==> config.mk <==
export PLATFORM = sky130hd
export DESIGN_NAME = oblagg_front_flat
export DESIGN_NICKNAME = d
export VERILOG_FILES = /design/src/design/assert_macros.svh /design/src/design/oblagg_pkg.sv /design/src/design/oblagg_req_if.sv /design/src/design/oblagg_front.sv /design/src/flat_wrapper.sv
export SDC_FILE = /design/constraint.sdc
export NUM_CORES = 1
export LEC_CHECK = 0
export BUFFER_PORTS_ARGS = -buffer_cell sky130_fd_sc_hd__buf_2
export CAP_MARGIN = 40
export CORE_MARGIN = 4
export CORE_UTILIZATION = 53
export CTS_CLUSTER_DIAMETER = 100
export CTS_CLUSTER_SIZE = 24
export DETAILED_ROUTE_END_ITERATION = 10
export PLACE_DENSITY = 0.82
export SETUP_SLACK_MARGIN = 0.15
export SLEW_MARGIN = 40
export SYNTH_ARGS = -nofsm -noshare
export SYNTH_HDL_FRONTEND = slang
export SYNTH_SLANG_ARGS = --single-unit
==> constraint.sdc <==
create_clock -name clock -period 9.3 [get_ports clock]
set_input_delay 1.86 -clock clock [delete_from_list [all_inputs] [get_ports clock]]
set_output_delay 1.86 -clock clock [all_outputs]
set_load 0.05 [all_outputs]
==> src/design/assert_macros.svh <==
// Assertion macros used by the oblagg_back design file.
`ifndef ASSERT_MACROS_SVH
`define ASSERT_MACROS_SVH

// Checks that a condition implies a second condition in the same cycle.
`define ASSERT_IMPLIES(label, clk, rst, cond, expr) \
   label: assert property (@(posedge clk) disable iff (rst) (cond) |-> (expr)) \
      else $error("assertion failed");

// Checks that a condition implies a second condition in the next cycle.
`define ASSERT_NEXT(label, clk, rst, cond, expr) \
   label: assert property (@(posedge clk) disable iff (rst) (cond) |=> (expr)) \
      else $error("assertion failed");

`endif

==> src/design/oblagg_pkg.sv <==
package oblagg_pkg;

   localparam int ORDER_SLOTS_DEF  = 256;
   localparam int PRICE_LEVELS_DEF = 1024;
   localparam int TOTAL_W          = 40;
   localparam int QUEUE_DEPTH      = 2;

   localparam logic [1:0] MODE_NEW    = 2'd0;
   localparam logic [1:0] MODE_CHANGE = 2'd1;
   localparam logic [1:0] MODE_CANCEL = 2'd2;

   localparam logic [1:0] ST_APPLIED   = 2'd0;
   localparam logic [1:0] ST_UNKNOWN   = 2'd1;
   localparam logic [1:0] ST_FULL      = 2'd2;
   localparam logic [1:0] ST_RANGE     = 2'd3;

   typedef struct packed {
      logic [1:0]  mode;
      logic [63:0] order_ref;
      logic        side;
      logic        price_ok;
      logic [31:0] level;
      logic [31:0] quantity;
   } cmd_type;

   typedef enum logic [3:0] {
      S_CLEAR, S_IDLE, S_SCAN, S_SCAN_WAIT, S_DECIDE, S_SUB_RD, S_SUB_WR, S_ADD_RD,
      S_ADD_WR, S_SLOT_WR, S_DONE
   } bstate_type;

   typedef struct packed {
      logic [1:0]         status;
      logic               level_side;
      logic               removed_valid;
      logic signed [31:0] removed_price;
      logic [TOTAL_W-1:0] removed_total;
      logic               added_valid;
      logic signed [31:0] added_price;
      logic [TOTAL_W-1:0] added_total;
   } rsp_type;

endpackage

==> src/design/oblagg_req_if.sv <==
interface oblagg_req_if;
   logic               valid;
   logic               ready;
   logic [1:0]         mode;
   logic [63:0]        order_ref;
   logic               side;
   logic signed [31:0] price;
   logic [31:0]        quantity;
   modport source (output valid, mode, order_ref, side, price, quantity, input ready);
   modport sink (input valid, mode, order_ref, side, price, quantity, output ready);
endinterface

==> src/design/oblagg_front.sv <==
module oblagg_front #(
   parameter int PRICE_LEVELS = oblagg_pkg::PRICE_LEVELS_DEF
) (
   input  logic                  clock,
   input  logic                  reset,
   input  logic signed [31:0]    base_price,
   oblagg_req_if.sink            req,
   output logic                  cmd_valid,
   input  logic                  cmd_ready,
   output oblagg_pkg::cmd_type   cmd
);
   import oblagg_pkg::*;

   localparam int CNT_W = $clog2(QUEUE_DEPTH + 1);

   cmd_type           q_ff [QUEUE_DEPTH];
   logic [CNT_W-1:0]  cnt_ff, cnt_in;
   logic              rd_ptr_ff, wr_ptr_ff;
   logic signed [32:0] diff;
   logic              push, pop;
   cmd_type           new_cmd;

   always_comb begin
      diff = 33'(signed'(req.price)) - 33'(signed'(base_price));
      new_cmd.mode      = req.mode;
      new_cmd.order_ref = req.order_ref;
      new_cmd.side      = req.side;
      new_cmd.price_ok  = (diff >= 0) && (diff < 33'(PRICE_LEVELS));
      new_cmd.level     = diff[31:0];
      new_cmd.quantity  = req.quantity;
   end

   assign req.ready = (cnt_ff != CNT_W'(QUEUE_DEPTH));
   assign push      = req.valid && req.ready;
   assign cmd_valid = (cnt_ff != '0);
   assign pop       = cmd_valid && cmd_ready;
   assign cmd       = q_ff[rd_ptr_ff];
   assign cnt_in    = cnt_ff + CNT_W'(push) - CNT_W'(pop);

   always_ff @(posedge clock) begin
      if (reset) begin
         cnt_ff    <= '0;
         rd_ptr_ff <= 1'b0;
         wr_ptr_ff <= 1'b0;
      end else begin
         cnt_ff <= cnt_in;
         if (push) wr_ptr_ff <= ~wr_ptr_ff;
         if (pop) rd_ptr_ff <= ~rd_ptr_ff;
      end
   end

   always_ff @(posedge clock) begin
      if (push) q_ff[wr_ptr_ff] <= new_cmd;
   end

endmodule

==> src/flat_wrapper.sv <==
// flat-port wrapper written by rule: the top's interface ports become plain ports
module oblagg_front_flat import oblagg_pkg::*;
#(
   parameter int PRICE_LEVELS = oblagg_pkg::PRICE_LEVELS_DEF
)
  (clock, reset, base_price, cmd_valid, cmd_ready, cmd, req_valid, req_mode, req_order_ref, req_side, req_price, req_quantity, req_ready);
  oblagg_req_if req_i ();
  input  logic clock;
  input  logic reset;
  input  logic signed [31:0] base_price;
  output logic cmd_valid;
  input  logic cmd_ready;
  output oblagg_pkg::cmd_type cmd;
  input wire logic [$bits(req_i.valid)-1:0] req_valid;
  input wire logic [$bits(req_i.mode)-1:0] req_mode;
  input wire logic [$bits(req_i.order_ref)-1:0] req_order_ref;
  input wire logic [$bits(req_i.side)-1:0] req_side;
  input wire logic [$bits(req_i.price)-1:0] req_price;
  input wire logic [$bits(req_i.quantity)-1:0] req_quantity;
  output wire logic [$bits(req_i.ready)-1:0] req_ready;
  assign req_i.valid = req_valid;
  assign req_i.mode = req_mode;
  assign req_i.order_ref = req_order_ref;
  assign req_i.side = req_side;
  assign req_i.price = req_price;
  assign req_i.quantity = req_quantity;
  assign req_ready = req_i.ready;
  oblagg_front #(.PRICE_LEVELS(PRICE_LEVELS)) u_core (.clock(clock), .reset(reset), .base_price(base_price), .req(req_i), .cmd_valid(cmd_valid), .cmd_ready(cmd_ready), .cmd(cmd));
endmodule
==> summary.txt <==
Synth
  – Yosys warning count: 0
  – Proportion of synthesized chip area in sequential cells: 68.55%
  – Ys async rst share: 0%
  – Synthesized area per cell: 16.09 sq um
  – Most used flip-flop cell after synthesis: sky130_fd_sc_hd__edfxtp_1
  – Share of the synthesized area in the top cell type: 67.70%
  – Flop and latch count out of synthesis: 269
  – Count of different cell masters after synthesis: 65
  – Library cell with the largest summed area after synthesis: sky130_fd_sc_hd__edfxtp_1
  – Net Count, Synth: 930
  – Count of mapped cells out of synthesis: 728
  – Leading post-synthesis cells by cell area: sky130_fd_sc_hd__edfxtp_1, sky130_fd_sc_hd__mux2_2, sky130_fd_sc_hd__ha_1
  – Synth Cell Area: 0.01171 sq mm
  – Count of flip-flops with a built-in enable after synthesis: 264

Setup path
  – Crit path launch type: input port
  – Cells along the critical path: buf_2, inv_1, ha_1, inv_1, fa_1, a211oi_2, o211ai_2, a32o_1, nor3_2, o41ai_1, xor2_1, or4b_1, or4_1, nor4_2
  – Kind of end point of the critical path: flop
  – Worst path arrival time: 5.34 ns
  – Class of the most critical setup path: in -> reg
  – Critical R2R Launch: u_core.cnt_ff[0]$_SDFF_PP0_
  – Most numerous cell on the critical path: sky130_fd_sc_hd__inv_1
  – Required @ worst endpoint: 9.59 ns
  – Slowest-stage cell, CP: sky130_fd_sc_hd__o41ai_1
  – Reg2Reg Depth: 4
  – Worst setup path endpoint: u_core.q_ff[1][64]$_DFFE_PP_
  – Largest fanout of any net on the critical path: 5
  – Worst reg2reg path endpoint: u_core.q_ff[1][98]$_DFFE_PP_
  – Register-to-Register Setup Slack: 7.39 ns
  – Highest cell delay on the worst timing path: 0.66 ns
  – Crit path from: req_price[0]

Floorplan
  – Area of the die: 0.02454 sq mm
  – Die width: 156.6 um
  – Core Region: 0.02176 sq mm
  – Rows: 54
  – DIE HEIGHT: 156.6 um
  – Ports placed on the boundary: 301
  – Initial Util: 53.82%

Global routing
  – Most heavily used metal layer in global routing: met2
  – Wire length of the first global-routing pass: 37,610 um
  – Residual overflow from global routing: 0
  – GR Util met1: 24.80%
  – Initial antenna violation count: 4
  – Via count of the first global-routing pass: 6,980
  – Met3 GRT Util: 3.844%
  – Overall routing resource usage: 19.28%
  – Met2 track demand over resource: 33.67%
  – Maximum number of pins on one net before global-route repair: 77

Clocking
  – Number of hold buffers added after CTS: 0
  – Number of buffers created by CTS: 15
  – Clock-pin slew reported for the worst setup and hold paths after clock tree synthesis: 0.09 ns
  – Latest clock arrival within the worst-skew pair: 0.47 ns
  – Root cell of the clock tree: sky130_fd_sc_hd__clkbuf_16
  – TritonCTS clock tree: done
  – H-tree levels: 1
  – Number of buffers on the longest clock path: 3
  – Resized Gates After CTS: 0
  – Number of buffers inserted by post-CTS setup repair: 0
  – Number of sinks on the clock net: 269

Timing
  – Ratio of final minimum period to clock period: 54.28%
  – Highest clock rate: 198.1 MHz
  – Min Hold Slack: 0.5386 ns
  – Pins over their slew limit: 0
  – Setup repair after global routing missed its margin: false
  – Fin crit period: 5.048 ns
  – Final clock skew: 0.01687 ns
  – Sum of negative setup slack: 0 ns
  – Relative slew slack: 45.53%
  – Least-Margin Pin Slew: 0.8170 ns
  – Fin. Hold Viols: 0
  – Finish-stage setup viols: 0

Job
  – Reported max-cap violation count: 0

Drt
  – Via count: 7,179
  – Avg WL per Cell: 19.06 um
  – Vias per cell: 5.455
  – Starting DRC count in detailed routing: 391
  – Detailed-route DRC error count: 0
  – Aggregate routed wire length: 25,080 um
  – Final antenna-violating net count: 0
  – Router iterations before antenna repair: 5

Cells and area
  – Non-filler instance count after layout: 1,316
  – Leading cell types in the layout, fill and taps excluded: sky130_fd_sc_hd__buf_2, sky130_fd_sc_hd__edfxtp_1, sky130_fd_sc_hd__mux2_2
  – Core utilization of the finished layout: 64.22%
  – Synth-to-Final Area Change: 19.32%
  – Final-stage net count: 1,233
  – Share of cells above drive strength 1: 46.13%
  – Most frequent standard cell in the layout excluding fill and tap cells: sky130_fd_sc_hd__buf_2

Min path
  – Hold WC Path Type: reg -> reg

Run status
  – Status: complete, no violations

Pwr
  – Peak supply drop: 148.5 uV
  – Static leakage power: 5.475 nW
  – PD cells: 287.6 mW/mm^2

Placement
  – Final estimated routing congestion in global placement: 0.9179
  – Number of instances in the placed design: 1,293
  – Number of buffers added on ports: 300
  – Post-DP HPWL: 18,310 um
==> cell families after synthesis <==
family	share of synthesized area [%]
AO/OA/AOI/OAI	6.219
XOR/XNOR	2.319
adder cells (fa/ha/maj)	3.804
buffers and inverters	2.019
flip-flops	68.55
multiplexers	12.78
AND/OR/NAND/NOR	4.306
==> cell type report <==
type,instances,area (sq um)
inverter,41,153.9
fill,1623,7784
clock buffer,19,390.4
clock inverter,1,20.02
antenna,2,5.005
sequential,269,8031
tap,280,350.3
multi-input combinational,399,3458
timing repair buffer,305,1563
==> sequential cells by signal, summed over array words and instances, names as in the netlist, named ones only <==
| register | count |
|---|---|
| u_core.wr_ptr_ff | 1 |
| u_core.q_ff | 264 |
| u_core.cnt_ff | 2 |
| u_core.rd_ptr_ff | 1 |
==> synthesized netlist by cell type (11+ instances only) <==
cell type and number:
sky130_fd_sc_hd__edfxtp_1 264, sky130_fd_sc_hd__mux2_2 132, sky130_fd_sc_hd__inv_1 41, sky130_fd_sc_hd__ha_1 34, sky130_fd_sc_hd__nand2_1 25, sky130_fd_sc_hd__a21oi_1 24
sky130_fd_sc_hd__nor2_1 23, sky130_fd_sc_hd__o21ai_0 18, sky130_fd_sc_hd__clkbuf_1 17, sky130_fd_sc_hd__xnor2_1 17, sky130_fd_sc_hd__xor2_1 14, sky130_fd_sc_hd__a21o_1 11
==> critical path, delay by kind of cell <==
kind,cells,cell delay (ns)
AOI/OAI and AO/OA,4,1.35
xor gates and xnor gates,1,0.19
and+or+nand+nor,4,1.29
adders and majority gates,2,0.45
buffers and inverters,3,0.19
==> metal layers <==
metal	share of wire (%)	routed length [um]	vias up
met1	40	9960	3444
li1	-	-	3391
met3	8.7	2177	31
met4	1.9	470	4
met5	0.092	23	-
met2	50	12450	309
==> how the worst min path moves through the flow <==
stage                                              from                           to  slack [ns]  depth (start not counted)
after global routing        u_core.cnt_ff[1]$_SDFF_PP0_  u_core.cnt_ff[1]$_SDFF_PP0_        0.58                          2
after global placement    u_core.rd_ptr_ff$_SDFFE_PP0P_                         flop        0.50                          2
after floorplan           u_core.rd_ptr_ff$_SDFFE_PP0P_                         flop        0.48                          2
final                     u_core.rd_ptr_ff$_SDFFE_PP0P_                         flop        0.54                          2
after detailed placement  u_core.rd_ptr_ff$_SDFFE_PP0P_                         flop        0.53                          2
after CTS                 u_core.rd_ptr_ff$_SDFFE_PP0P_                         flop        0.55                          2
==> report_power, final <==
| part | switching (W) | internal (W) | leakage (nW) |
|---|---|---|---|
| clock | 0.000353 | 0.000302 | 0.199 |
| combinational | 0.00123 | 0.000473 | 2.77 |
| sequential | 0.0000797 | 0.00158 | 2.51 |
| total | 0.00166 | 0.00236 | 5.47 |
==> per-stage QoR <==
step | instance area [sq um] | power [W] | worst slack, ns
floorplan | 11710 | 0.003022 | 1.225
global placement | 13530 | 0.003373 | 3.910
detailed placement | 13540 | 0.003400 | 3.764
CTS | 13950 | 0.004057 | 4.240
global route | 13970 | 0.004195 | 3.984
finish | 13970 | 0.004019 | 4.252
No activity file was read; power rests on OpenSTA's default activity.
